<file path="src/rtl/rslf_pkg.sv">
// Shared types and constants of the two-strip RGB linear fader.
// Used by rslf_step_div, rslf_lane and rgb_strip_linear_fader_top; no dependencies.
package rslf_pkg;

   localparam int DUR_W     = 16;
   localparam int COLOR_W   = 8;
   localparam int DUTY_W    = 16;
   localparam int FS_W      = 16;
   localparam int PERIOD_W  = 10;
   localparam int LANES     = 3;
   localparam int PROD_W    = COLOR_W + DUR_W;
   localparam int CNT_W     = $clog2(PROD_W);
   localparam int DPROD_W   = COLOR_W + FS_W;

   // Reciprocal of 255 scaled by 2**24, rounded down; one correction step follows.
   localparam int RECIP_W     = 17;
   localparam int RECIP_SHIFT = 24;
   localparam logic [RECIP_W-1:0] RECIP = 17'd65793;
   localparam logic [DPROD_W:0]   COLOR_FULL = 25'd255;

   localparam logic [FS_W-1:0]     FS_RESET     = 16'd4000;
   localparam logic [PERIOD_W-1:0] PERIOD_RESET = 10'd20;

   localparam logic [1:0] OP_SET  = 2'd0;
   localparam logic [1:0] OP_FADE = 2'd1;
   localparam logic [1:0] OP_TICK = 2'd2;

   localparam logic [1:0] SEL_BOTH = 2'd0;
   localparam logic [1:0] SEL_ONE  = 2'd1;
   localparam logic [1:0] SEL_TWO  = 2'd2;

   localparam int CSR_ADDR_W = 3;
   localparam int CSR_DATA_W = 32;
   localparam logic REG_FULL_SCALE  = 1'b0;
   localparam logic REG_STEP_PERIOD = 1'b1;

   typedef struct packed {
      logic load;
      logic iterate;
   } div_ctrl_type;

   typedef struct packed {
      logic load;
      logic iterate;
      logic take_color;
      logic use_target;
      logic mul;
      logic rcp;
      logic fix;
   } lane_ctrl_type;

endpackage

</file>
<file path="src/rtl/rgb_strip_linear_fader_top.sv">
// Top level of the two-strip RGB linear fader: sequencer, strip state, CSRs, result merge.
// Depends on rslf_pkg, rslf_step_div and rslf_lane (three lanes, one per color).
//
//   channel   direction  handshake               payload
//   req       in         req_valid / req_stall   opcode, red/green/blue_in, duration, select
//   rsp       out        rsp_valid / rsp_stall   duties, colors, strip flags, fade_finished
//   csr       in/out     APB psel/penable/pready duty_full_scale (0x0), step_period_ms (0x4)
//
// One beat is worked at a time; req_stall is high until its result sits in the output register.
// Set and final-target ticks run the color and duty stages; a fade tick first runs each
// lane's interpolation divider; a fade start runs the step-count divider, then the lane divider
// unless the fade has at most one step and lands on the target at once.
// Ticks while idle and unused opcodes send nothing. A held rsp beat delays only the next result.
// Reset is synchronous and clears strip colors, fade state and the CSRs to their defaults.
module rgb_strip_linear_fader_top (
   input  logic                            clock,
   input  logic                            reset,
   input  logic                            req_valid,
   output logic                            req_stall,
   input  logic [1:0]                      req_opcode,
   input  logic [rslf_pkg::COLOR_W-1:0]    req_red_in,
   input  logic [rslf_pkg::COLOR_W-1:0]    req_green_in,
   input  logic [rslf_pkg::COLOR_W-1:0]    req_blue_in,
   input  logic [rslf_pkg::DUR_W-1:0]      req_duration_ms,
   input  logic [1:0]                      req_strip_select,
   output logic                            rsp_valid,
   input  logic                            rsp_stall,
   output logic [rslf_pkg::DUTY_W-1:0]     rsp_duty_red,
   output logic [rslf_pkg::DUTY_W-1:0]     rsp_duty_green,
   output logic [rslf_pkg::DUTY_W-1:0]     rsp_duty_blue,
   output logic [rslf_pkg::COLOR_W-1:0]    rsp_color_red,
   output logic [rslf_pkg::COLOR_W-1:0]    rsp_color_green,
   output logic [rslf_pkg::COLOR_W-1:0]    rsp_color_blue,
   output logic                            rsp_strip_one_updated,
   output logic                            rsp_strip_two_updated,
   output logic                            rsp_fade_finished,
   input  logic                            csr_psel,
   input  logic                            csr_penable,
   input  logic                            csr_pwrite,
   input  logic [rslf_pkg::CSR_ADDR_W-1:0] csr_paddr,
   input  logic [rslf_pkg::CSR_DATA_W-1:0] csr_pwdata,
   output logic [rslf_pkg::CSR_DATA_W-1:0] csr_prdata,
   output logic                            csr_pready
);
   import rslf_pkg::*;

   typedef enum logic [3:0] {
      ST_IDLE,
      ST_STEP_DIV,
      ST_STEP_DONE,
      ST_DIV_LOAD,
      ST_LANE_DIV,
      ST_COLOR,
      ST_DUTY_MUL,
      ST_DUTY_RCP,
      ST_DUTY_FIX,
      ST_EMIT
   } state_type;

   state_type            state_ff;
   logic [CNT_W-1:0]     cnt_ff;
   logic                 fade_active_ff;
   logic [DUR_W-1:0]     total_ff;
   logic [DUR_W-1:0]     idx_ff;
   logic [1:0]           choice_ff;
   logic                 use_tgt_ff;
   logic                 finished_ff;
   logic [COLOR_W-1:0]   start_ff   [LANES];
   logic [COLOR_W-1:0]   target_ff  [LANES];
   logic [COLOR_W-1:0]   strip1_ff  [LANES];
   logic [COLOR_W-1:0]   strip2_ff  [LANES];
   logic [FS_W-1:0]      fs_ff;
   logic [PERIOD_W-1:0]  period_ff;

   logic                 rsp_valid_ff;
   logic [DUTY_W-1:0]    rsp_duty_ff  [LANES];
   logic [COLOR_W-1:0]   rsp_color_ff [LANES];
   logic                 rsp_one_ff;
   logic                 rsp_two_ff;
   logic                 rsp_fin_ff;

   logic                 req_accept;
   logic                 emit_go;
   logic                 csr_write;
   logic                 csr_index;
   logic                 sel_one;
   logic                 sel_two;
   logic                 req_from_one;
   logic [PERIOD_W-1:0]  divisor;
   logic [DUR_W-1:0]     step_quot;
   logic [COLOR_W-1:0]   req_color  [LANES];
   logic [COLOR_W-1:0]   lane_color [LANES];
   logic [DUTY_W-1:0]    lane_duty  [LANES];
   div_ctrl_type         step_ctrl;
   lane_ctrl_type        lane_ctrl;

   assign req_color[0] = req_red_in;
   assign req_color[1] = req_green_in;
   assign req_color[2] = req_blue_in;

   assign req_stall  = (state_ff != ST_IDLE);
   assign req_accept = req_valid && !req_stall;
   assign emit_go    = (state_ff == ST_EMIT) && (!rsp_valid_ff || !rsp_stall);

   assign sel_one      = (choice_ff == SEL_BOTH) || (choice_ff == SEL_ONE);
   assign sel_two      = (choice_ff == SEL_BOTH) || (choice_ff == SEL_TWO);
   assign req_from_one = (req_strip_select == SEL_BOTH) || (req_strip_select == SEL_ONE);

   // A zero step period behaves as one millisecond.
   assign divisor = (period_ff == '0) ? PERIOD_W'(1) : period_ff;

   // ---------------- configuration registers ----------------
   assign csr_pready = 1'b1;
   assign csr_index  = csr_paddr[CSR_ADDR_W-1];
   assign csr_write  = csr_psel && csr_penable && csr_pwrite && csr_pready;
   assign csr_prdata = (csr_index == REG_STEP_PERIOD) ? CSR_DATA_W'(period_ff)
                                                      : CSR_DATA_W'(fs_ff);

   always_ff @(posedge clock) begin
      if (reset) begin
         fs_ff     <= FS_RESET;
         period_ff <= PERIOD_RESET;
      end else if (csr_write) begin
         if (csr_index == REG_FULL_SCALE) begin
            fs_ff <= csr_pwdata[FS_W-1:0];
         end else begin
            period_ff <= csr_pwdata[PERIOD_W-1:0];
         end
      end
   end

   // ---------------- datapath units ----------------
   always_comb begin
      step_ctrl.load    = req_accept && (req_opcode == OP_FADE);
      step_ctrl.iterate = (state_ff == ST_STEP_DIV);

      lane_ctrl.load       = (state_ff == ST_DIV_LOAD);
      lane_ctrl.iterate    = (state_ff == ST_LANE_DIV);
      lane_ctrl.take_color = (state_ff == ST_COLOR);
      lane_ctrl.use_target = use_tgt_ff;
      lane_ctrl.mul        = (state_ff == ST_DUTY_MUL);
      lane_ctrl.rcp        = (state_ff == ST_DUTY_RCP);
      lane_ctrl.fix        = (state_ff == ST_DUTY_FIX);
   end

   rslf_step_div u_step_div (
      .clock    (clock),
      .ctrl     (step_ctrl),
      .dividend (req_duration_ms),
      .divisor  (divisor),
      .quotient (step_quot)
   );

   for (genvar l = 0; l < LANES; l++) begin : g_lane
      rslf_lane u_lane (
         .clock        (clock),
         .ctrl         (lane_ctrl),
         .start_color  (start_ff[l]),
         .target_color (target_ff[l]),
         .step_index   (idx_ff),
         .step_total   (total_ff),
         .full_scale   (fs_ff),
         .color        (lane_color[l]),
         .duty         (lane_duty[l])
      );
   end

   // ---------------- sequencer and fade state ----------------
   always_ff @(posedge clock) begin
      if (reset) begin
         state_ff       <= ST_IDLE;
         cnt_ff         <= '0;
         fade_active_ff <= 1'b0;
         total_ff       <= '0;
         idx_ff         <= '0;
         choice_ff      <= SEL_BOTH;
         use_tgt_ff     <= 1'b0;
         finished_ff    <= 1'b0;
         rsp_valid_ff   <= 1'b0;
         for (int l = 0; l < LANES; l++) begin
            start_ff[l]  <= '0;
            target_ff[l] <= '0;
            strip1_ff[l] <= '0;
            strip2_ff[l] <= '0;
         end
      end else begin
         if (emit_go) begin
            rsp_valid_ff <= 1'b1;
         end else if (!rsp_stall) begin
            rsp_valid_ff <= 1'b0;
         end

         case (state_ff)
            ST_IDLE: begin
               if (req_accept) begin
                  case (req_opcode)
                     OP_SET: begin
                        // The target registers carry the set color; no fade reads them
                        // again before the next fade command rewrites them.
                        fade_active_ff <= 1'b0;
                        choice_ff      <= req_strip_select;
                        use_tgt_ff     <= 1'b1;
                        finished_ff    <= 1'b0;
                        for (int l = 0; l < LANES; l++) begin
                           target_ff[l] <= req_color[l];
                        end
                        state_ff <= ST_COLOR;
                     end
                     OP_FADE: begin
                        fade_active_ff <= 1'b0;
                        choice_ff      <= req_strip_select;
                        for (int l = 0; l < LANES; l++) begin
                           target_ff[l] <= req_color[l];
                           start_ff[l]  <= req_from_one ? strip1_ff[l] : strip2_ff[l];
                        end
                        cnt_ff   <= CNT_W'(DUR_W - 1);
                        state_ff <= ST_STEP_DIV;
                     end
                     OP_TICK: begin
                        if (fade_active_ff) begin
                           if (idx_ff < total_ff - 1'b1) begin
                              use_tgt_ff  <= 1'b0;
                              finished_ff <= 1'b0;
                              state_ff    <= ST_DIV_LOAD;
                           end else begin
                              fade_active_ff <= 1'b0;
                              use_tgt_ff     <= 1'b1;
                              finished_ff    <= 1'b1;
                              state_ff       <= ST_COLOR;
                           end
                        end
                     end
                     default: begin
                     end
                  endcase
               end
            end
            ST_STEP_DIV: begin
               cnt_ff <= cnt_ff - 1'b1;
               if (cnt_ff == '0) begin
                  state_ff <= ST_STEP_DONE;
               end
            end
            ST_STEP_DONE: begin
               total_ff <= step_quot;
               idx_ff   <= '0;
               // Fades of zero or one step jump straight to the target.
               if (step_quot <= DUR_W'(1)) begin
                  use_tgt_ff  <= 1'b1;
                  finished_ff <= 1'b1;
                  state_ff    <= ST_COLOR;
               end else begin
                  fade_active_ff <= 1'b1;
                  use_tgt_ff     <= 1'b0;
                  finished_ff    <= 1'b0;
                  state_ff       <= ST_DIV_LOAD;
               end
            end
            ST_DIV_LOAD: begin
               cnt_ff   <= CNT_W'(PROD_W - 1);
               state_ff <= ST_LANE_DIV;
            end
            ST_LANE_DIV: begin
               cnt_ff <= cnt_ff - 1'b1;
               if (cnt_ff == '0) begin
                  state_ff <= ST_COLOR;
               end
            end
            ST_COLOR: begin
               if (!use_tgt_ff) begin
                  idx_ff <= idx_ff + 1'b1;
               end
               state_ff <= ST_DUTY_MUL;
            end
            ST_DUTY_MUL: begin
               state_ff <= ST_DUTY_RCP;
            end
            ST_DUTY_RCP: begin
               state_ff <= ST_DUTY_FIX;
            end
            ST_DUTY_FIX: begin
               state_ff <= ST_EMIT;
            end
            ST_EMIT: begin
               if (emit_go) begin
                  for (int l = 0; l < LANES; l++) begin
                     if (sel_one) begin
                        strip1_ff[l] <= lane_color[l];
                     end
                     if (sel_two) begin
                        strip2_ff[l] <= lane_color[l];
                     end
                  end
                  state_ff <= ST_IDLE;
               end
            end
            default: begin
               state_ff <= ST_IDLE;
            end
         endcase
      end
   end

   // ---------------- result register (merge of the lanes) ----------------
   always_ff @(posedge clock) begin
      if (emit_go) begin
         for (int l = 0; l < LANES; l++) begin
            rsp_duty_ff[l]  <= lane_duty[l];
            rsp_color_ff[l] <= lane_color[l];
         end
         rsp_one_ff <= sel_one;
         rsp_two_ff <= sel_two;
         rsp_fin_ff <= finished_ff;
      end
   end

   assign rsp_valid             = rsp_valid_ff;
   assign rsp_duty_red          = rsp_duty_ff[0];
   assign rsp_duty_green        = rsp_duty_ff[1];
   assign rsp_duty_blue         = rsp_duty_ff[2];
   assign rsp_color_red         = rsp_color_ff[0];
   assign rsp_color_green       = rsp_color_ff[1];
   assign rsp_color_blue        = rsp_color_ff[2];
   assign rsp_strip_one_updated = rsp_one_ff;
   assign rsp_strip_two_updated = rsp_two_ff;
   assign rsp_fade_finished     = rsp_fin_ff;

`ifndef NO_ASSERTIONS
   a_fade_bounds: assert property (@(posedge clock) disable iff (reset)
      fade_active_ff |-> (total_ff >= DUR_W'(2) && idx_ff < total_ff))
      else $error("active fade with step index outside its step count");

   a_emit_lands: assert property (@(posedge clock) disable iff (reset)
      (state_ff == ST_EMIT && !rsp_valid_ff) |=> (rsp_valid_ff && state_ff == ST_IDLE))
      else $error("result not placed in an empty output register");

   a_set_direct: assert property (@(posedge clock) disable iff (reset)
      (req_accept && req_opcode == OP_SET) |=> (state_ff == ST_COLOR && use_tgt_ff
                                                && !fade_active_ff))
      else $error("set beat did not go straight to the color stage");
`endif

endmodule

</file>
<file path="src/rtl/rslf_step_div.sv">
// Radix-2 restoring divider that turns a fade duration into a step count.
// Depends on rslf_pkg; sequenced by the top level, one quotient bit per cycle.
module rslf_step_div (
   input  logic                          clock,
   input  rslf_pkg::div_ctrl_type        ctrl,
   input  logic [rslf_pkg::DUR_W-1:0]    dividend,
   input  logic [rslf_pkg::PERIOD_W-1:0] divisor,
   output logic [rslf_pkg::DUR_W-1:0]    quotient
);
   import rslf_pkg::*;

   logic [PERIOD_W-1:0] rem_ff;
   logic [DUR_W-1:0]    quo_ff;
   logic [PERIOD_W:0]   shifted;
   logic [PERIOD_W+1:0] trial;

   assign shifted = {rem_ff, quo_ff[DUR_W-1]};
   assign trial   = {1'b0, shifted} - {2'b00, divisor};

   always_ff @(posedge clock) begin
      if (ctrl.load) begin
         rem_ff <= '0;
         quo_ff <= dividend;
      end else if (ctrl.iterate) begin
         if (!trial[PERIOD_W+1]) begin
            rem_ff <= trial[PERIOD_W-1:0];
         end else begin
            rem_ff <= shifted[PERIOD_W-1:0];
         end
         quo_ff <= {quo_ff[DUR_W-2:0], ~trial[PERIOD_W+1]};
      end
   end

   assign quotient = quo_ff;

endmodule

</file>
<file path="src/rtl/rslf_lane.sv">
// One color lane: interpolates start to target at a step index, then scales to a duty.
// Depends on rslf_pkg; three copies run in lockstep under the top-level sequencer.
module rslf_lane (
   input  logic                         clock,
   input  rslf_pkg::lane_ctrl_type      ctrl,
   input  logic [rslf_pkg::COLOR_W-1:0] start_color,
   input  logic [rslf_pkg::COLOR_W-1:0] target_color,
   input  logic [rslf_pkg::DUR_W-1:0]   step_index,
   input  logic [rslf_pkg::DUR_W-1:0]   step_total,
   input  logic [rslf_pkg::FS_W-1:0]    full_scale,
   output logic [rslf_pkg::COLOR_W-1:0] color,
   output logic [rslf_pkg::DUTY_W-1:0]  duty
);
   import rslf_pkg::*;

   logic                         neg_ff;
   logic [DUR_W-1:0]             rem_ff;
   logic [PROD_W-1:0]            quo_ff;
   logic [COLOR_W-1:0]           color_ff;
   logic [DPROD_W-1:0]           mul_ff;
   logic [RECIP_W-1:0]           est_ff;
   logic [DUTY_W-1:0]            duty_ff;

   logic [COLOR_W:0]             diff;
   logic [COLOR_W:0]             neg_diff;
   logic [COLOR_W-1:0]           mag;
   logic [DUR_W:0]               shifted;
   logic [DUR_W+1:0]             trial;
   logic [COLOR_W-1:0]           quot;
   logic [COLOR_W-1:0]           color_in;
   logic [RECIP_W+DPROD_W-1:0]   rcp_prod;
   logic [DPROD_W:0]             est_x255;
   logic [DPROD_W:0]             resid;
   logic [RECIP_W-1:0]           est_inc;

   assign diff     = {1'b0, target_color} - {1'b0, start_color};
   assign neg_diff = -diff;
   assign mag      = diff[COLOR_W] ? neg_diff[COLOR_W-1:0] : diff[COLOR_W-1:0];

   assign shifted  = {rem_ff, quo_ff[PROD_W-1]};
   assign trial    = {1'b0, shifted} - {2'b00, step_total};

   // The quotient never exceeds the color difference, so its low byte is all of it.
   assign quot     = quo_ff[COLOR_W-1:0];
   assign color_in = ctrl.use_target ? target_color
                   : (neg_ff ? start_color - quot : start_color + quot);

   assign rcp_prod = (RECIP_W+DPROD_W)'(mul_ff) * (RECIP_W+DPROD_W)'(RECIP);
   assign est_x255 = {est_ff, COLOR_W'(0)} - (DPROD_W+1)'(est_ff);
   assign resid    = {1'b0, mul_ff} - est_x255;
   assign est_inc  = est_ff + 1'b1;

   always_ff @(posedge clock) begin
      if (ctrl.load) begin
         neg_ff <= diff[COLOR_W];
         rem_ff <= '0;
         quo_ff <= PROD_W'(mag) * PROD_W'(step_index);
      end else if (ctrl.iterate) begin
         if (!trial[DUR_W+1]) begin
            rem_ff <= trial[DUR_W-1:0];
         end else begin
            rem_ff <= shifted[DUR_W-1:0];
         end
         quo_ff <= {quo_ff[PROD_W-2:0], ~trial[DUR_W+1]};
      end
      if (ctrl.take_color) begin
         color_ff <= color_in;
      end
      if (ctrl.mul) begin
         mul_ff <= DPROD_W'(color_ff) * DPROD_W'(full_scale);
      end
      if (ctrl.rcp) begin
         est_ff <= rcp_prod[RECIP_SHIFT +: RECIP_W];
      end
      // The estimate is at most one below the true quotient.
      if (ctrl.fix) begin
         if (resid >= COLOR_FULL) begin
            duty_ff <= est_inc[DUTY_W-1:0];
         end else begin
            duty_ff <= est_ff[DUTY_W-1:0];
         end
      end
   end

   assign color = color_ff;
   assign duty  = duty_ff;

endmodule
</file>
<file path="config.mk">
export PLATFORM = sky130hd
export DESIGN_NAME = rgb_strip_linear_fader_top
export DESIGN_NICKNAME = d
export VERILOG_FILES = /design/src/rtl/rslf_pkg.sv /design/src/rtl/rgb_strip_linear_fader_top.sv /design/src/rtl/rslf_step_div.sv /design/src/rtl/rslf_lane.sv
export SDC_FILE = /design/constraint.sdc
export NUM_CORES = 2
export LEC_CHECK = 0
export ABC_CLOCK_PERIOD_IN_PS = 20500
export BUFFER_PORTS_ARGS = -buffer_cell sky130_fd_sc_hd__buf_4
export CAP_MARGIN = 10
export CORE_MARGIN = 2
export CORE_UTILIZATION = 45
export DETAILED_ROUTE_END_ITERATION = 16
export SYNTH_ARGS = -nofsm -noshare
export SYNTH_HDL_FRONTEND = slang
export SYNTH_SLANG_ARGS = --single-unit
</file>
<file path="constraint.sdc">
create_clock -name clock -period 20.5 [get_ports clock]
set_clock_uncertainty 0.2 [all_clocks]
set_input_delay 2.05 -clock clock [delete_from_list [all_inputs] [get_ports clock]]
set_output_delay 2.05 -clock clock [all_outputs]
set_load 0.05 [all_outputs]
</file>
==> impl_summary.txt <==
----------------------------------------------------
[Power]
  Clock network fraction of total power ... 24.9%
  Fraction of power consumed by combinational cells ... a little under half
  Peak supply drop ... around 0.096 mV
  Power per cell area ... 87.03 nW/um^2
  Leak Pwr ... around 0.031 uW
  Total internal power ... between 3000 and 4000 uW
  Sw Share ... about 40%
  Part of the power in registers ... 28.0%
  Net switching power ... approximately 2400 uW

[Clocking]
  Skew-Pair Late Insertion Delay ... 0.71 ns
  Clock slew at reported path FFs ... about 0.06 ns
  Post-cts sizing count ... 0
  CTS tree ... yes
  H-Tree Level Count ... 3
  Num Clock Sinks ... a little under 600
  Buffer depth of the longest clock path ... 3
  Post-CTS setup-driven buffer insertion count ... 0
  Library cell used as clock root buffer ... sky130_fd_sc_hd__clkbuf_16
  Post-CTS Hold Fix Bufs ... 0
  Number of buffers added by the clock tree synthesis step ... 76

[Worst setup path]
  Maximum fanout along the worst path ... 16
  Element type at the critical path end ... flip-flop
  Longest individual stage delay on the worst path ... 0.56 ns
  Required @ worst endpoint ... between 20 and 25 ns
  Data arrival time of the critical path ... approximately 9.2 ns
  Critical-path top delay cell ... sky130_fd_sc_hd__fa_1
  Type of origin of the critical path ... flip-flop
  Category of the most critical setup path ... reg2reg

[Synthesis]
  Top cell type's share of synthesized area ... ~22%
  Syn Area/Cell ... ~9.5 sq um
  Proportion of register bits with asynchronous set or reset after synthesis ... 0%
  Synth Cell Area ... just over 60000 sq um
  Part of the Yosys area used for sequential elements ... between 20% and 30%
  Count of state elements after synthesis ... 588
  Syn Inst Count ... around 6600
  Cell taking the most area after synthesis ... sky130_fd_sc_hd__edfxtp_1
  Post-synthesis cell type count ... roughly 110
  Synth Warn # ... 0
  Prevailing post-synth register cell ... sky130_fd_sc_hd__edfxtp_1
  Synth top area cells ... sky130_fd_sc_hd__edfxtp_1, sky130_fd_sc_hd__fa_1, sky130_fd_sc_hd__ha_1
  Post-synth EDFFs ... around 460

[Place]
  Sum of net half-perimeters after detailed placement ... around 110000 um
  Worst slack after detailed placement ... roughly 12 ns
  Cell area after placement ... between 60000 and 70000 sq um
  Buffers added on ports ... 160
  Final estimated routing congestion in global placement ... between 0.8 and 0.9

[Die]
  Width of the die ... around 380 um
  Area enclosed by the die boundary ... between 100000 and 150000 sq um
  Top-Level Pins ... ~200
  Placement Rows ... roughly 140
  Chip Height ... roughly 380 um
  Starting utilization of the core area ... 45.34%
  Placeable core area ... between 100000 and 150000 sq um

[Global route]
  Global-route wire length before repair ... 240700 um
  Remaining global-route overflow ... 0
  Initial antenna violation count ... 5
  Number of global-route vias before repair ... 45811
  Total routing resource utilization after global routing ... 21.14%
  Pin count of the biggest net entering global routing ... a little over 80

[Final layout]
  Final std cell area, no fill ... 68300 sq um
  Layout overhead on the synthesized area ... 9.573%
  Most used cells in the layout excluding fill and tap cells ... sky130_fd_sc_hd__inv_1, sky130_fd_sc_hd__ha_1, sky130_fd_sc_hd__nand2_1
  Commonest non-fill, non-tap cell in the layout ... sky130_fd_sc_hd__inv_1
  Number of nets in the layout ... a little over 8000
  Share of cells above drive strength 1 ... 7.200%
  # fillers ... 12852
  Count of antenna diodes in the layout ... 0

[Drt]
  Vias/cell ... around 5.3
  Average wire length per cell after detail routing ... 17.16 um
  WL final ... 146400 um
  Antenna viol nets, final ... 0
  Number of optimization iterations in the first detailed-route pass ... 6
  DRC violation count after routing ... 0
  Vias post-DR ... ~45000
  Count of routing violations after the opening detailed-route iteration ... about 2800

[Timing]
  Relative slew slack ... between 20% and 30%
  Maximum operating frequency ... 111.1 MHz
  Minimum period implied by the final worst setup slack ... ~9.0 ns
  RSZ-0062 raised after global routing ... false
  Worst hold margin ... roughly 0.21 ns
  Number of failing setup endpoints in the final timing report ... 0
  PnR worst setup slack ... ~11 ns
  Final period utilization ... a little over two fifths
  Hold Vio Cnt, Final ... 0
  Setup tns final ... 0 ns
  Slew of the pin with the lowest slew margin ... around 1.2 ns
  Fin. max-slew vios ... 0

[Outcome]
  Run status ... finished clean

[Hold path]
  Class of the tightest hold or removal check ... reg2reg

[Run]
  Max_cap viols ... 0

----------------------------------------------------
## kinds of logic (layout without fill, tap and decap cells)
kind of cell               Yosys count  after routing  synth area share, %
AOI/OAI and AO/OA                  930            930                9.567
xor gates and xnor gates           340            340                4.777
adders and majority gates         1338           1338                33.59
buffers and inverters             1265           1403                7.816
DFF                                588            588                26.22
muxes                              117            117                1.953
other                                2             17              0.01205
and+or+nand+nor                   2003           2003                16.06
## Yosys cell counts, types with 92 or more instances
library cell               count
sky130_fd_sc_hd__nor2_1      318
sky130_fd_sc_hd__nor2b_1     178
sky130_fd_sc_hd__nor3_1       96
sky130_fd_sc_hd__dfxtp_1     131
sky130_fd_sc_hd__xnor2_1     243
sky130_fd_sc_hd__nand2_1     655
sky130_fd_sc_hd__ha_1        779
sky130_fd_sc_hd__nand3_1      92
sky130_fd_sc_hd__edfxtp_1    457
sky130_fd_sc_hd__and2_1      383
sky130_fd_sc_hd__o21ai_0     285
sky130_fd_sc_hd__fa_1        559
sky130_fd_sc_hd__nand2b_1    104
sky130_fd_sc_hd__clkbuf_1    198
sky130_fd_sc_hd__inv_1      1024
sky130_fd_sc_hd__a21oi_1     222
sky130_fd_sc_hd__xor2_1       97
## worst max-delay path: cells and delay by family (launching register included)
kind,cells,cell delay [ns]
AOI/OAI and AO/OA,16,4.05
buffers and inverters,3,0.19
and+or+nand+nor,2,0.49
xor gates and xnor gates,2,0.46
adders and majority gates,7,2.88
DFF,1,0.42
## through the flow
stage | std cells | total power [uW] | util, %
6_report | 8530 | 5944 | 49.68
5_1_grt | 8530 | 6440 | 49.68
4_1_cts | 8530 | 6012 | 49.68
3_5_place_dp | 8391 | 4489 | 47.65
3_3_place_gp | 8391 | 4446 | 47.65
2_1_floorplan | 6598 | 3793 | -
## registers in the layout, summed over array words and instances (netlist names), 24 cells and up
| name | count |
|---|---|
| g_lane.u_lane.color | 24 |
| g_lane.u_lane.duty | 48 |
| g_lane.u_lane.est_ff | 51 |
| g_lane.u_lane.mul_ff | 72 |
| g_lane.u_lane.quo_ff | 72 |
| g_lane.u_lane.rem_ff | 48 |
| rsp_color_ff | 24 |
| rsp_duty_ff | 48 |
| start_ff | 24 |
| strip1_ff | 24 |
| strip2_ff | 24 |
| target_ff | 24 |
## routing by layer
metal | global-route usage (%) | up-vias | part of all wire, %
met5 | 0 | - | 0
met4 | 5.358 | 0 | 2.4
met3 | 2.820 | 178 | 4.4
met2 | 34.29 | 828 | 45
met1 | 29.80 | 21927 | 48
li1 | - | 21879 | -
## final cells by class
type / instances / area [sq um] / area share, %
Timing Repair Buffer: 239 / 1794 / 2.627
Multi-Input combinational cell: 4745 / 41280 / 60.44
Clock buffer: 88 / 1999 / 2.927
Tap cell: 1794 / 2245 / 3.286
Inverter: 1025 / 3851 / 5.639
Sequential cell: 588 / 16350 / 23.93
Clock inverter: 51 / 787.0 / 1.152
## power groups by stage
| stage | Clock, uW | Combinational [uW] | Sequential (uW) |
|---|---|---|---|
| 6_report | 1480 | 2800 | 1670 |
| 3_3_place_gp | 0 | 2760 | 1690 |
| 2_1_floorplan | 0 | 2160 | 1630 |
| 3_5_place_dp | 0 | 2800 | 1690 |
| 4_1_cts | 1520 | 2830 | 1670 |
| 5_1_grt | 1560 | 3190 | 1690 |
## final timing paths
kind                            start                           to  slack, ns  cells past startpoint
max reg2reg           target_ff[0][0]  g_lane[0].u_lane.quo_ff[23]      11.50                     30
max                   target_ff[0][0]  g_lane[0].u_lane.quo_ff[23]      11.50                     30
min reg2reg  g_lane[1].u_lane.duty[6]           rsp_duty_ff[0][22]       0.21                      0
min          g_lane[1].u_lane.duty[6]           rsp_duty_ff[0][22]       0.21                      0
(Power assumes the default switching activity.)
